`src/rtl/sba_ram.sv`:
```
`timescale 1ns / 1ps
// ----------------------------------------------------------------------------
// Generic single-port RAM
// One read or write address per cycle, registered read data.
// ----------------------------------------------------------------------------
module sba_ram #(
    parameter int WIDTH = 8,
    parameter int DEPTH = 16
) (
    input  logic                                   clk,
    input  logic                                   we,
    input  logic [((DEPTH > 1) ? $clog2(DEPTH) : 1)-1:0] addr,
    input  logic [WIDTH-1:0]                       wdata,
    output logic [WIDTH-1:0]                       rdata
);

    logic [WIDTH-1:0] mem [DEPTH];

    always_ff @(posedge clk)
    begin
        if (we)
        begin
            mem[addr] <= wdata;
        end
        rdata <= mem[addr];
    end

endmodule

```
`config.mk`:
```
export PLATFORM = sky130hd
export DESIGN_NAME = sba_ram
export DESIGN_NICKNAME = d
export VERILOG_FILES = /design/src/rtl/sba_ram.sv
export SDC_FILE = /design/constraint.sdc
export NUM_CORES = 1
export LEC_CHECK = 0
export ABC_CLOCK_PERIOD_IN_PS = 2300
export BUFFER_PORTS_ARGS = -buffer_cell sky130_fd_sc_hd__buf_2
export CAP_MARGIN = 25
export CORE_MARGIN = 2
export CORE_UTILIZATION = 25
export CTS_CLUSTER_SIZE = 8
export DETAILED_ROUTE_END_ITERATION = 12
export PLACE_DENSITY = 0.47
export SLEW_MARGIN = 20
export SYNTH_ARGS = -nofsm -noshare
export SYNTH_HDL_FRONTEND = slang
export SYNTH_SLANG_ARGS = --single-unit
export TNS_END_PERCENT = 30
```
`constraint.sdc`:
```
create_clock -name clk -period 2.3 [get_ports clk]
set_clock_uncertainty 0.05 [all_clocks]
set_input_delay 0.345 -clock clk [delete_from_list [all_inputs] [get_ports clk]]
set_output_delay 0.345 -clock clk [all_outputs]
set_load 0.005 [all_outputs]
```
* Word-level counts from Yosys, hierarchy flattened *
Memory sizes are Yosys's and may differ from the RTL's. A register that Yosys moved wholly into a read port is not among the register bits.
Index checks and enable logic that the tools add are counted.
Widths: inputs -> output; s select.

word-level totals
  register bits = 0
  memory bits (writable) = 128
  bits of input ports = 14
  memories kept = 1

operators by class
  muxes and demuxes = 2

memories
  name  depth  bits a word  read ports  clocked after Yosys merged registers in  write ports  line  source
  mem   16     8            1           1                                        1            17    logic [WIDTH-1:0] mem [DEPTH];

operators with widths
  operator  number
  $mux 1    2

* Logic depth before layout (Yosys ltp) *
Gate-level depths: netlist of the first run.

  word-level depth = 2
  gate-level depth with buffers = 5

* Worst setup path after synthesis of the first run *
Ideal clock, no wire load.

  path type = in2reg
  start point = in addr[2] in the netlist's numbering
  end point = mem mem[0][0] (enable)
  setup time = 0.383 ns
  arrival = 1.455 ns
  required time = 1.867 ns
  setup slack = 0.412 ns
  stages = 2
  path buffers = 0
  cell sequence = or3b_2 -> nor3_1

RTL lines
  item         line  source
  from (decl)  12    input logic [((DEPTH > 1) ? $clog2(DEPTH) : 1)-1:0] addr,
  to (decl)    17

No word-level cell before the write port.

==> results of run 1 <==
where the power goes:
group / internal [mW] / leakage, nW / total (mW) / switching [mW]
Combinational: 0.117 / 0.556 / 0.269 / 0.152
Sequential: 2.77 / 1.22 / 2.79 / 0.0160
Clock: 1.55 / 0.263 / 2.46 / 0.909
Total: 4.44 / 2.04 / 5.52 / 1.08
sequential cells by signal, indices dropped and copies added (netlist names):
signal and cells:
mem 128, rdata 8
worst min path at each step:
| stage | from | endpoint | slack, ns | depth (start not counted) |
|---|---|---|---|---|
| after floorplan | wdata[0] | mem[0][0]$_DFFE_PP_ | 0.39 | 0 |
| after global placement | mem[14][5]$_DFFE_PP_ | rdata[5]$_DFF_P_ | 0.60 | 3 |
| after detailed placement | mem[14][5]$_DFFE_PP_ | rdata[5]$_DFF_P_ | 0.61 | 3 |
| after CTS | wdata[3] | mem[3][3]$_DFFE_PP_ | 0.26 | 1 |
| final | wdata[3] | mem[5][3]$_DFFE_PP_ | 0.28 | 1 |
| after global routing | wdata[3] | mem[5][3]$_DFFE_PP_ | 0.28 | 1 |
worst max-delay path, delay by kind of cell:
family	cells	cell delay (ns)
buffers and inverters	2	0.46
AO/OA/AOI/OAI	1	0.36
multiplexers	1	0.55
AND/OR/NAND/NOR	1	0.09
placed cells by master (no fill, tap or decap), drive strengths merged, types with 2 or more instances in the layout:
| master | instances |
|---|---|
| nand2b | 2 |
| nor2 | 13 |
| clkinv | 4 |
| nand3b | 2 |
| nor3 | 4 |
| a22oi | 16 |
| nand2 | 9 |
| clkbuf | 26 |
| buf | 51 |
| edfxtp | 128 |
| dfxtp | 8 |
| mux4 | 32 |
| nor2b | 2 |
routing by layer:
layer  track usage [%]  up-vias  wire, um
met5                 0        -         0
met4              4.17        0       180
met3              3.56       14       456
met2              16.2       50      5000
met1              14.9     1258      5220
li1                  -     1079         -
through the flow:
| step | hold WS (ns) | utilization [%] | power (mW) | instances | instance area (um^2) |
|---|---|---|---|---|---|
| after global placement | 0.603 | 28.4 | 3.11 | 540 | 5690 |
| after CTS | 0.264 | 31.1 | 5.58 | 571 | 6220 |
| final | 0.278 | 31.1 | 5.52 | 571 | 6220 |
| after global routing | 0.282 | 31.1 | 5.71 | 571 | 6220 |
| after detailed placement | 0.614 | 28.4 | 3.12 | 540 | 5690 |
| after floorplan | 0.394 | - | 2.98 | 230 | 5070 |
cells by family (layout without fill, tap and decap cells):
family / after synthesis / count (layout) / share of synthesized area [%]
buf+inv: 11 / 82 / 1.19
compound gates: 16 / 16 / 2.37
simple gates: 35 / 35 / 3.21
mux: 32 / 32 / 14.2
flops: 136 / 136 / 79.0
layout make-up:
class                           instances  area [um^2]
Fill cell                            1985        13800
Sequential cell                       136         4000
Multi-Input combinational cell         83         1000
Clock buffer                           26          489
Timing Repair Buffer                   51          343
Tap cell                              270          338
Clock inverter                          5         47.5
==> flow_summary.json, run 1 <==
{
  "status": "finished, final reports clean",
  "syn-cell-area_um2": 5070,
  "hold_viol_final": 0,
  "synthDistinctLibCells": 18,
  "final_min_period_over_clock_period_pct": 68.2,
  "cts_made_buffers": 17,
  "startpoint": "addr[0]",
  "rrSetupSlack_ns": 0.85,
  "drive_gt1_share_pct": 35.5,
  "cp.arrival_ns": 1.81,
  "max_stage_delay_ns": 0.55,
  "async_flop_share_pct": 0,
  "cts_tree": "built",
  "portBuffers": 21,
  "antenna_cells": 0,
  "cts-root-buf": "clkbuf_16",
  "insertion_delay_ns": 0.41,
  "cts_buffer_depth": 2,
  "seq_area_frac_synth_pct": 79.0,
  "antenna_left": 0,
  "critPathMaxFanout": 20,
  "crit_end": "rdata[5]$_DFF_P_",
  "required_ns": 2.54,
  "powerDensity_nw_per_um2": 887,
  "yosysMostFrequentCell": "edfxtp_1",
  "leakagePower_nw": 2.04,
  "via_count": 2401,
  "syn_inst": 230,
  "endpoint_kind": "flip-flop",
  "fp.dieW_um": 146,
  "rsz0062_at_grt": "no",
  "dp_hpwl_mm": 7.28,
  "synthDominantCellAreaShare_pct": 75.9,
  "initial_core_util_pct": 25.3,
  "htree_levels": 4,
  "grt_pass1_vias": 2601,
  "wl_mm": 10.9,
  "hold_class": "in -> reg",
  "tightest_slew_ns": 0.588,
  "timing.rr.end": "rdata[5]$_DFF_P_",
  "antenna_found_initial": 0,
  "worst_r2r_path_depth": 3,
  "ys.flop_type": "edfxtp_1",
  "ys_seq_elements": 136,
  "clkTransAtPathRegs_ns": 0.05,
  "grt_max_degree": 21,
  "synth.avg_cell_area_um2": 22.0,
  "yosys-top-cells-count": "edfxtp_1, mux4_2, a22oi_1",
  "slowest_stage": "mux4_2",
  "cap_violations": 0,
  "pre_cts_ws_ns": 0.287,
  "vdd_drop_max_uv": 408,
  "die_y_um": 146,
  "finalSetupViolations": 0,
  "synth_edf_count": 128,
  "first_pass_iters": 4,
  "path_class": "in -> reg",
  "rows": 52,
  "finalSetupTns_ns": 0,
  "nNetsFinal": 303,
  "grt_pass1_wl_mm": 16.5,
  "grt_overflow": 0,
  "synth_top_cells_by_area": "edfxtp_1, mux4_2, dfxtp_1, a22oi_1, nor2_1",
  "max_slew_margin_pct": 60.7,
  "path_cells": "buf_2, buf_4, mux4_2, a22oi_1, nand2_1",
  "ctsResizeCount": 0,
  "routed_via_density": 4.20,
  "finalWorstSetupSlack_ns": 0.732,
  "synth_fp_nets": 244,
  "cts_setup_buffers": 0,
  "clock-sinks": 136,
  "fin_crit_ns": 1.57,
  "dieArea_um2": 21400,
  "synth_area_leader_cell": "edfxtp_1",
  "drt_drc_violations_left": 0,
  "coreArea_um2": 20000,
  "slew_viol_final": 0,
  "crit_path_start_kind": "primary input",
  "wire_per_inst_um": 19.0,
  "area_growth_pct": 22.8,
  "fmax_mhz": 638,
  "r2r-start": "mem[3][5]$_DFFE_PP_",
  "first_iter_violations": 143,
  "cts_hold_buf": 0,
  "ys_warn_count": 0,
  "gp_congestion": 0.715,
  "io_pins": 22,
  "grt_usage_pct": 10.9
}
Power figures use the tool's default switching activity.
==> run 2, diff against run 1 <==
--- a/config.mk
+++ b/config.mk
@@ -5,14 +5,14 @@
 export SDC_FILE = /design/constraint.sdc
 export NUM_CORES = 1
 export LEC_CHECK = 0
-export ABC_CLOCK_PERIOD_IN_PS = 2300
+export ABC_CLOCK_PERIOD_IN_PS = 1400
 export BUFFER_PORTS_ARGS = -buffer_cell sky130_fd_sc_hd__buf_2
 export CAP_MARGIN = 25
 export CORE_MARGIN = 2
 export CORE_UTILIZATION = 25
 export CTS_CLUSTER_SIZE = 8
 export DETAILED_ROUTE_END_ITERATION = 12
-export PLACE_DENSITY = 0.47
+export PLACE_DENSITY = 0.48
 export SLEW_MARGIN = 20
 export SYNTH_ARGS = -nofsm -noshare
 export SYNTH_HDL_FRONTEND = slang
==> constraint.sdc (replaced) <==
create_clock -name clk -period 1.4 [get_ports clk]
set_clock_uncertainty 0.05 [all_clocks]
set_input_delay 0.21 -clock clk [delete_from_list [all_inputs] [get_ports clk]]
set_output_delay 0.21 -clock clk [all_outputs]
set_load 0.005 [all_outputs]
==> flow_summary.json, run 2 (synthesis gave the netlist of run 1 again) <==
{
  "cp_top_family": "multiplexers",
  "antenna_left": 0,
  "endpoint_kind": "flip-flop",
  "fin_crit_ns": 1.35,
  "powerDensity_nw_per_um2": 1420,
  "io_pins": 22,
  "seqCellArea_um2": 4000,
  "leakagePower_nw": 2.22,
  "top_register": "mem",
  "grt_max_degree": 17,
  "path_class": "reg -> reg",
  "grt_pass1_vias": 2675,
  "required_ns": 1.64,
  "wl_met1_mm": 4.94,
  "final_common_cell": "edfxtp_1",
  "hold_class": "in -> reg",
  "timing.rr.end": "rdata[0]$_DFF_P_",
  "multi_input_comb_area_um2": 1140,
  "first_iter_violations": 190,
  "gp_congestion": 0.686,
  "whs_endpoint": "mem[11][4]$_DFFE_PP_",
  "die_y_um": 146,
  "num-fill-cells": 1952,
  "hold_viol_final": 0,
  "dp_hpwl_mm": 7.51,
  "rows": 52,
  "hp-start": "wdata[4]",
  "max_stage_delay_ns": 0.48,
  "nNetsFinal": 319,
  "clock-sinks": 136,
  "cts_made_buffers": 17,
  "final_area_um2": 6770,
  "area_growth_pct": 33.7,
  "via_count": 2458,
  "final_min_period_over_clock_period_pct": 96.3,
  "largest_reg_flops": 128,
  "wire_per_inst_um": 18.8,
  "critPathMaxFanout": 1,
  "initial_core_util_pct": 25.3,
  "startpoint": "mem[3][0]$_DFFE_PP_",
  "cts-root-buf": "clkbuf_16",
  "finalWorstSetupSlack_ns": 0.0525,
  "post_layout_nonfiller_instances": 588,
  "min_path_cells": 1,
  "slowest_stage": "mux4_2",
  "path_cells": "mux4_2, a22oi_1, nand2_1",
  "reg_top3": "mem (128), rdata (8)",
  "fp.dieW_um": 146,
  "grt_pass1_wl_mm": 16.7,
  "pre_cts_ws_ns": -0.355,
  "slew_viol_final": 0,
  "grt_overflow": 0,
  "fin_hold_ws_ns": 0.142,
  "wl_mm": 11.1,
  "drive_gt1_share_pct": 46.9,
  "cp.arrival_ns": 1.59,
  "top_layer_used": "met4",
  "fmax_mhz": 742,
  "antenna_found_initial": 0,
  "wl_met3_um": 529,
  "first_pass_iters": 6,
  "drt_drc_violations_left": 0,
  "portBuffers": 21,
  "clkTransAtPathRegs_ns": 0.06,
  "fin_util_pct": 33.8,
  "insertion_delay_ns": 0.41,
  "cts_tree": "built",
  "antenna_cells": 0,
  "r2r-start": "mem[3][0]$_DFFE_PP_",
  "post_dp_cell_area_um2": 6160,
  "dp_cells": 556,
  "fin_total_pwr_mw": 9.64,
  "grt_usage_pct": 11.1,
  "worst_r2r_path_depth": 3,
  "finalSetupTns_ns": 0,
  "dieArea_um2": 21400,
  "htree_levels": 4,
  "status": "finished, final reports clean",
  "crit_buf_inv": 0,
  "crit_path_start_kind": "flip-flop",
  "vdd_drop_max_uv": 885,
  "cap_violations": 0,
  "rsz0062_at_grt": "no",
  "met2_length_mm": 5.47,
  "finalSetupViolations": 0,
  "cts_buffer_depth": 2,
  "final_cell_mix": "edfxtp_1, mux4_2, buf_4, buf_2, buf_12",
  "max_slew_margin_pct": 50.4,
  "routed_via_density": 4.18,
  "tightest_slew_ns": 0.742,
  "coreArea_um2": 20000,
  "rrSetupSlack_ns": 0.05
}
## run 2: changes by cell type in the layout (fill, tap and decap cells not counted), sizes merged
cell      change
clkbuf        -1
bufinv        +2
clkinv        -2
inv           +1
clkinvlp      +1
buf          +16
## run 2: area by class of cell
| type | count | area share, % |
|---|---|---|
| clock inverter | 7 | 1.72 |
| timing repair buffer | 67 | 10.2 |
| clock buffer | 25 | 7.17 |
| sequential | 136 | 59.1 |
| tap | 270 | 4.99 |
| multi-input combinational | 83 | 16.9 |
## run 2: worst max-delay path by stage
stage                           to  depth (start not counted)
2_1_floorplan  mem[1][0]$_DFFE_PP_                          4
4_1_cts           rdata[7]$_DFF_P_                          3
3_3_place_gp      rdata[2]$_DFF_P_                          6
6_report          rdata[0]$_DFF_P_                          3
5_1_grt           rdata[1]$_DFF_P_                          3
3_5_place_dp      rdata[2]$_DFF_P_                          6
## run 2: power by group
part / internal (mW) / switching, mW / total [mW]
logic: 0.266 / 0.296 / 0.561
registers: 4.55 / 0.0273 / 4.58
clock network: 2.94 / 1.55 / 4.49
## run 2: per-layer routing
layer  vias to the layer above  GRT usage, %
li1                       1113             -
met1                      1289          14.7
met2                        49          17.5
met3                         7          3.53
met4                         0          3.79
met5                         -             0
## run 2: timing repair
action                                  CTS  global route
endpoints found under the setup margin    2             1
setup buffers                             0             0
resized for setup                         2             1
hold buffers                              0             0
