`config.mk`:
```
export PLATFORM = sky130hd
export DESIGN_NAME = sba_div
export DESIGN_NICKNAME = d
export VERILOG_FILES = /design/src/rtl/sba_pkg.sv /design/src/rtl/sba_div.sv
export SDC_FILE = /design/constraint.sdc
export NUM_CORES = 1
export LEC_CHECK = 0
export BUFFER_PORTS_ARGS = -buffer_cell sky130_fd_sc_hd__buf_4
export CAP_MARGIN = 20
export CORE_MARGIN = 2
export CORE_UTILIZATION = 35
export CTS_BUF_LIST = sky130_fd_sc_hd__clkbuf_8
export DETAILED_ROUTE_END_ITERATION = 8
export PLACE_DENSITY = 0.52
export SETUP_SLACK_MARGIN = 0.05
export SLEW_MARGIN = 20
export SYNTH_ARGS = -nofsm -noshare
export SYNTH_HDL_FRONTEND = slang
export SYNTH_SLANG_ARGS = --single-unit
export TNS_END_PERCENT = 30
```
`constraint.sdc`:
```
create_clock -name clk -period 3.1 [get_ports clk]
set_input_delay 0.31 -clock clk [delete_from_list [all_inputs] [get_ports clk]]
set_output_delay 0.31 -clock clk [all_outputs]
set_load 0.01 [all_outputs]
```
`src/rtl/sba_pkg.sv`:
```
`timescale 1ns / 1ps
// ----------------------------------------------------------------------------
// Segregated bitmap allocator package
// Shared widths, codes and small helper functions of the allocator.
// ----------------------------------------------------------------------------
package sba_pkg;

    localparam int CLASS_COUNT = 7;
    localparam int MAP_W       = 64;
    localparam int REQ_W       = 24;
    localparam int OFF_W       = 25;
    localparam int SLOT_W      = 11;
    localparam int SPAN_W      = 17;
    localparam int RES_W       = 32;

    localparam logic [SLOT_W-1:0] SLOT_MIN = 11'd8;
    localparam logic [SLOT_W-1:0] SLOT_MAX = 11'd1024;

    localparam logic OP_ALLOC = 1'b0;
    localparam logic OP_FREE  = 1'b1;

    localparam logic [1:0] ST_OK      = 2'd0;
    localparam logic [1:0] ST_NOMEM   = 2'd1;
    localparam logic [1:0] ST_BADFREE = 2'd2;

    typedef logic [MAP_W-1:0] map_t;

    function automatic map_t class_mask(input logic [2:0] cls);
        logic [6:0] bits;
        begin
            bits = 7'd1 << (3'd6 - cls);
            if (cls == 3'd0)
            begin
                class_mask = '1;
            end
            else
            begin
                class_mask = (map_t'(1) << bits) - map_t'(1);
            end
        end
    endfunction

    function automatic logic [2:0] size_class(input logic [SLOT_W-1:0] m,
                                              input logic [REQ_W-1:0] size);
        logic [2:0] n;
        begin
            n = 3'd6;
            for (int k = 6; k >= 0; k--)
            begin
                if ((REQ_W'(m) << k) >= size)
                begin
                    n = 3'(k);
                end
            end
            size_class = n;
        end
    endfunction

endpackage

```
`src/rtl/sba_div.sv`:
```
`timescale 1ns / 1ps
// ----------------------------------------------------------------------------
// Allocator divider
// Restoring divider, one quotient bit per cycle, shared by all requests.
// ----------------------------------------------------------------------------
module sba_div
    import sba_pkg::*;
(
    input  logic              clk,
    input  logic              rst_n,
    input  logic              start,
    input  logic [OFF_W-1:0]  dividend,
    input  logic [SPAN_W-1:0] divisor,
    output logic              done,
    output logic [OFF_W-1:0]  quotient,
    output logic [SPAN_W-1:0] remainder
);

    localparam int CW = $clog2(OFF_W + 1);

    logic [SPAN_W-1:0] rem_reg;
    logic [SPAN_W-1:0] rem_next;
    logic [OFF_W-1:0]  quo_reg;
    logic [OFF_W-1:0]  quo_next;
    logic [SPAN_W-1:0] dvs_reg;
    logic [CW-1:0]     cnt_reg;
    logic [CW-1:0]     cnt_next;
    logic              busy_reg;
    logic              busy_next;
    logic              done_reg;
    logic              done_next;
    logic [SPAN_W:0]   trial;
    logic              fits;

    assign trial = {rem_reg, quo_reg[OFF_W-1]};
    assign fits  = trial >= {1'b0, dvs_reg};

    always_comb
    begin
        rem_next  = rem_reg;
        quo_next  = quo_reg;
        cnt_next  = cnt_reg;
        busy_next = busy_reg;
        done_next = 1'b0;
        if (start)
        begin
            rem_next  = '0;
            quo_next  = dividend;
            cnt_next  = '0;
            busy_next = 1'b1;
        end
        else if (busy_reg)
        begin
            rem_next = fits ? SPAN_W'(trial - {1'b0, dvs_reg}) : trial[SPAN_W-1:0];
            quo_next = {quo_reg[OFF_W-2:0], fits};
            cnt_next = cnt_reg + CW'(1);
            if (cnt_reg == CW'(OFF_W - 1))
            begin
                busy_next = 1'b0;
                done_next = 1'b1;
            end
        end
    end

    always_ff @(posedge clk or negedge rst_n)
    begin
        if (!rst_n)
        begin
            busy_reg <= 1'b0;
            done_reg <= 1'b0;
            cnt_reg  <= '0;
        end
        else
        begin
            busy_reg <= busy_next;
            done_reg <= done_next;
            cnt_reg  <= cnt_next;
        end
    end

    always_ff @(posedge clk)
    begin
        rem_reg <= rem_next;
        quo_reg <= quo_next;
        if (start)
        begin
            dvs_reg <= divisor;
        end
    end

    assign done      = done_reg;
    assign quotient  = quo_reg;
    assign remainder = rem_reg;

endmodule

```
-- Word level (Yosys, flattened, before mapping)
Cells that the tools add are included.
W data, S select, Z words.
- input port bits: 45
- register bits: 66
- equal/unequal tests: 1
- reduce and logical (&&, ||, !) cells: 1
- add/sub/neg operators: 2
- mux-type cells: 11
- $lt $le $gt $ge: 1
- operator list (operator ; count):
    $mux W25 ; 2
    $ge A18 B17 Y1 ; 1
    $mux W17 ; 1
    $sub A17 B17 Y17 ; 1
    $mux W5 ; 2
    $mux W1 ; 6
    $add A5 B1 Y5 const B ; 1
    $eq A5 B5 Y1 const B ; 1
    $reduce_bool A2 Y1 ; 1

-- Logic depth before layout (Yosys ltp)
- word-level depth: 4
- gate-level depth with buffers: 12
- mapped depth without buffers: 10

-- Worst setup path before layout
OpenSTA, ideal clock, no wires.
- path kind: flip-flop to flip-flop
- start point: reg quo_reg[24] (netlist: quotient[24])
- end point: reg quo_reg[0] (netlist: quotient[0]) (data pin)
- path slack: 0.400 ns
- data arrival time: 2.431 ns
- library setup time: 0.269 ns
- cell stages (with the launch flop): 12
- period minus slack after synthesis: 2.700 ns
- cells stage by stage: edfxtp_1 > inv_1 > ha_1 > inv_1 > fa_1 > a21o_1 > a221oi_4 > o211ai_1 > a41oi_2 > buf_6 > buf_2 > mux2i_1
- cells in the longest elaborated chain, start to end: 3
- ends and longest elaborated chain (element ; RTL line ; text):
    start, declared ; sba_div.sv:23 ; logic [OFF_W-1:0] quo_reg;
    start signal, assigned ; sba_div.sv:84 ; quo_reg <= quo_next;
    $ge A18 B17 Y1 ; sba_div.sv:36 ; assign fits = trial >= {1'b0, dvs_reg};
    $mux W25 ; sba_div.sv:52 ; else if (busy_reg)
    $mux W25 ; sba_div.sv:45 ; if (start)
    via quo_next[0] ; sba_div.sv:24 ; logic [OFF_W-1:0] quo_next;
The timed path passes the listed nets, and every way through them passes these cells. The select of a mux whose other input is x is not followed.
A chain may end at the register's enable or synchronous reset.

-- Final worst setup path
- start point: reg quo_reg[24] (netlist: quotient[24])
- end point: reg rem_reg[5] (netlist: remainder[5])
- cells in the longest elaborated chain, start to end: 2
- ends and longest elaborated chain (element ; RTL line ; text):
    $sub A17 B17 Y17 / $ge A18 B17 Y1 (equally long branches) ; sba_div.sv:54, sba_div.sv:36 ;
    $mux W17 (*) ; sba_div.sv:54 ; rem_next = fits ? SPAN_W'(trial - {1'b0, dvs_reg}) : trial[SPAN_W-1:0];
    end signal, assigned ; sba_div.sv:83 ; rem_reg <= rem_next;
    end, declared ; sba_div.sv:21 ; logic [SPAN_W-1:0] rem_reg;
Every way passes the cells marked *; elsewhere a longest branch is shown, timed or not.

==> summary.log <==
[outcome] result of the run finished, final reports clean
[sta] max_slew headroom 0.459
[layout] antenna diode instance count 0
[worst_setup_path] CP Data Arrival Time 3.03 ns
[layout] Reg area 1780 sq um
[layout] filler instances 988
[min_path] worst min-delay path startpoint divisor[12]
[yosys] area share of the largest cell type after synthesis 0.350
[route] drc violations 0
[yosys] commonest cells in the synthesized netlist sky130_fd_sc_hd__edfxtp_1 (42), sky130_fd_sc_hd__nand2_1 (26), sky130_fd_sc_hd__mux2_2 (24), sky130_fd_sc_hd__inv_1 (23), sky130_fd_sc_hd__nor2_1 (22)
[sta] unrepaired setup endpoints after global routing no
[yosys] most frequent cell after synthesis sky130_fd_sc_hd__edfxtp_1
[worst_setup_path] Crit Path Max Fanout 29
[floorplanning] die width 105 microns
[yosys] portion of the post-synthesis area used by sequential elements 0.494
[worst_setup_path] setup slack of the worst register-to-register path 0.28 ns
[sta] measured slew at the worst slew-check pin 0.810 ns
[min_path] capture endpoint of the worst hold path dvs_reg[12]
[yosys] Syn. warnings 0
[floorplanning] number of cell rows 37
[yosys] Mapped Cells 325
[min_path] cell depth of the worst hold path 1
[yosys] Synth area leader sky130_fd_sc_hd__edfxtp_1
[worst_setup_path] path depth of the worst reg2reg path 11
[yosys] share of flip-flops with an asynchronous set or reset after synthesis 0.106
[yosys] largest cells by area after synthesis sky130_fd_sc_hd__edfxtp_1 (35%), sky130_fd_sc_hd__dfxtp_1 (9.5%), sky130_fd_sc_hd__mux2_2 (7.5%), sky130_fd_sc_hd__ha_1 (6.6%), sky130_fd_sc_hd__dfrtp_1 (4.9%)
[layout] area overhead of the layout relative to synthesis 27.1%
[sta] Finish-stage setup viols 0
[placed_design] placer congestion estimate 0.764
[layout] share of cells above drive strength 1 0.328
[clock_network] worst-case clock buffer depth 2
[power_and_ir_drop] maximum resistive drop on vdd 0.000220 V
[route] total routed wirelength 8.49 mm
[global_route] antenna violations before repair 0
[worst_setup_path] FF-to-FF Start quotient[24]
[power_and_ir_drop] ratio of total power to cell area 466 nW/um^2
[floorplanning] area of the placeable core 10100 sq um
[sta] Tmin final 2.82 ns
[layout] max FFs per register 25
[min_path] type of the most critical hold path input pin to flop
[yosys] number of flip-flops and latches in the synthesized netlist 66
[layout] total area of multi-input combinational cells 1660 sq um
[yosys] synthesized net count 390
[sta] post-route setup slack 0.277 ns
[global_route] number of global-route vias before repair 2942
[global_route] global-route wire length before repair 14.5 mm
[clock_network] Clock Tree Root sky130_fd_sc_hd__clkbuf_8
[worst_setup_path] startpoint type of the worst setup path flop
[clock_network] Post CTS Setup Buffer Count 0
[worst_setup_path] worst reg2reg path endpoint remainder[5]
[route] drt wl/cell 15.3 microns
[worst_setup_path] capturing element type of the critical path flop
[worst_setup_path] path type of the worst setup path flop to flop
[sta] total negative slack 0 ns
[route] DRT antenna net count 0
[placed_design] quantity of I/O buffers inserted on ports 87
[floorplanning] starting density of the core 0.355
[placed_design] Post-Place Setup Slack 0.292 ns
[global_route] maximum number of pins on one net before global-route repair 35
[clock_network] clock transition at the registers of the reported paths 0.08 ns
[yosys] count of unique library cells instantiated by Yosys 50
[clock_network] TritonCTS clock tree built
[route] Starting DRT DRC Count 121
[global_route] overall global routing resource usage 0.164
[worst_setup_path] Worst Path Required 3.30 ns
[clock_network] total clock buffers created by CTS 9
[layout] number of nets in the final layout 478
[flow_run] max capacitance violation total 0
[sta] share of the clock period used by the worst path after layout 0.911
[yosys] mean cell area of the mapped netlist 11.1 sq um
[route] vias after detailed routing 2723
[sta] Pins Over Slew Limit 0
[clock_network] clock insertion delay at the later pin of the skew report 0.34 ns
[global_route] remaining global-route overflow 0
[yosys] Post-synth top flop sky130_fd_sc_hd__edfxtp_1
[clock_network] number of sinks handled by clock tree synthesis 66
[sta] endpoints failing hold 0
[route] drt via density 4.92
[placed_design] post-detailed-placement half-perimeter wirelength 6.02 mm
[route] count of TritonRoute iterations in the first routing pass 6
[sta] upper clock frequency limit 354 MHz
[yosys] combined area of all synthesized cells 3600 sq um
[clock_network] CTS HTree Levels 3
[sta] maximum clock skew at final layout 0.0128 ns
[floorplanning] Die Y 105 microns
[floorplanning] Die Outline Area 11100 sq um
[power_and_ir_drop] static leakage power 2.02 nW
[yosys] count of flip-flops with a built-in enable after synthesis 42
[floorplanning] boundary pin count 88
## layout make-up
class                           instances  share of cell area
Clock inverter                          7              0.0101
Timing Repair Buffer                   93               0.156
Multi-Input combinational cell        220               0.362
Clock buffer                            9              0.0271
Tap cell                              136              0.0372
Sequential cell                        66               0.388
Inverter                               23              0.0189
## kinds of logic after synthesis
| kind of cell | Yosys count | share of synthesized area |
|---|---|---|
| buffers and inverters | 39 | 0.0459 |
| xor gates and xnor gates | 15 | 0.0365 |
| adders and majority gates | 20 | 0.0716 |
| and+or+nand+nor | 82 | 0.114 |
| muxes | 34 | 0.103 |
| DFF | 66 | 0.494 |
| AOI/OAI and AO/OA | 69 | 0.136 |
## how the worst max path moves through the flow
stage | start | end | slack, ns | cells after the start
after floorplan | quotient[24] | quotient[0] | 0.40 | 11
after global placement | quotient[24] | remainder[16] | 0.38 | 10
after detailed placement | quotient[24] | remainder[5] | 0.29 | 11
after CTS | quotient[24] | remainder[5] | 0.26 | 11
after global routing | quotient[24] | remainder[3] | 0.07 | 11
final | quotient[24] | remainder[5] | 0.28 | 11
## where the power goes
group	leakage (nW)	internal (mW)	total, mW	switching (mW)
combinational	1.28	0.223	0.440	0.217
clock	0.0826	0.287	0.640	0.353
sequential	0.661	1.01	1.05	0.0423
total	2.02	1.52	2.13	0.612
## metal layers
| metal | up-vias | track usage | routed length (microns) |
|---|---|---|---|
| met2 | 65 | 0.258 | 3940 |
| met3 | 4 | 0.0569 | 517 |
| met5 | - | 0 | 0 |
| li1 | 1373 | - | - |
| met4 | 0 | 0.0438 | 68 |
| met1 | 1281 | 0.216 | 3970 |
## metrics by stage
step	util	std cells	cell area [sq um]	total power, mW	hold WS, ns
floorplan	-	325	3600	1.33	0.0144
global placement	0.433	537	4390	1.51	0.128
detailed placement	0.433	537	4390	1.51	0.129
CTS	0.451	554	4570	2.18	0.119
global route	0.451	554	4570	2.26	0.111
finish	0.451	554	4570	2.13	0.141
## repair_timing
item                      CTS  global route
hold buffers                1             0
hold endpoints to repair    7             0
resized for setup           0             0
## cells in the final DEF, fill, tap and decap left out, drive strengths merged, types with 3 or more instances in the layout
| cell | synthesis | routed |
|---|---|---|
| a211oi | 6 | 6 |
| a21o | 6 | 6 |
| ha | 19 | 19 |
| edfxtp | 42 | 42 |
| clkbuf | 8 | 9 |
| dfrtp | 7 | 7 |
| nand3 | 8 | 8 |
| a22oi | 3 | 3 |
| nand4 | 3 | 3 |
| nor3 | 3 | 3 |
| buf | 8 | 92 |
| nand2b | 4 | 4 |
| dfxtp | 17 | 17 |
| a32oi | 4 | 4 |
| a21oi | 15 | 15 |
| nor2 | 22 | 22 |
| mux2i | 10 | 10 |
| nand2 | 26 | 26 |
| mux2 | 24 | 24 |
| xnor2 | 7 | 7 |
| o21ai | 15 | 15 |
| clkinv | 0 | 5 |
| o31ai | 7 | 7 |
| xor2 | 8 | 8 |
| inv | 23 | 23 |
| o311ai | 3 | 3 |
## worst max-delay path, stage by stage (launching register included)
cell and delay [ns]:
sky130_fd_sc_hd__edfxtp_1 0.42, sky130_fd_sc_hd__inv_1 0.08, sky130_fd_sc_hd__ha_1 0.16, sky130_fd_sc_hd__inv_1 0.05, sky130_fd_sc_hd__fa_1 0.39, sky130_fd_sc_hd__a21o_1 0.24
sky130_fd_sc_hd__a221oi_4 0.43, sky130_fd_sc_hd__o211ai_1 0.15, sky130_fd_sc_hd__a41oi_2 0.25, sky130_fd_sc_hd__buf_12 0.22, sky130_fd_sc_hd__mux2i_1 0.21, sky130_fd_sc_hd__a211oi_1 0.09
Power figures use the tool's default switching activity.
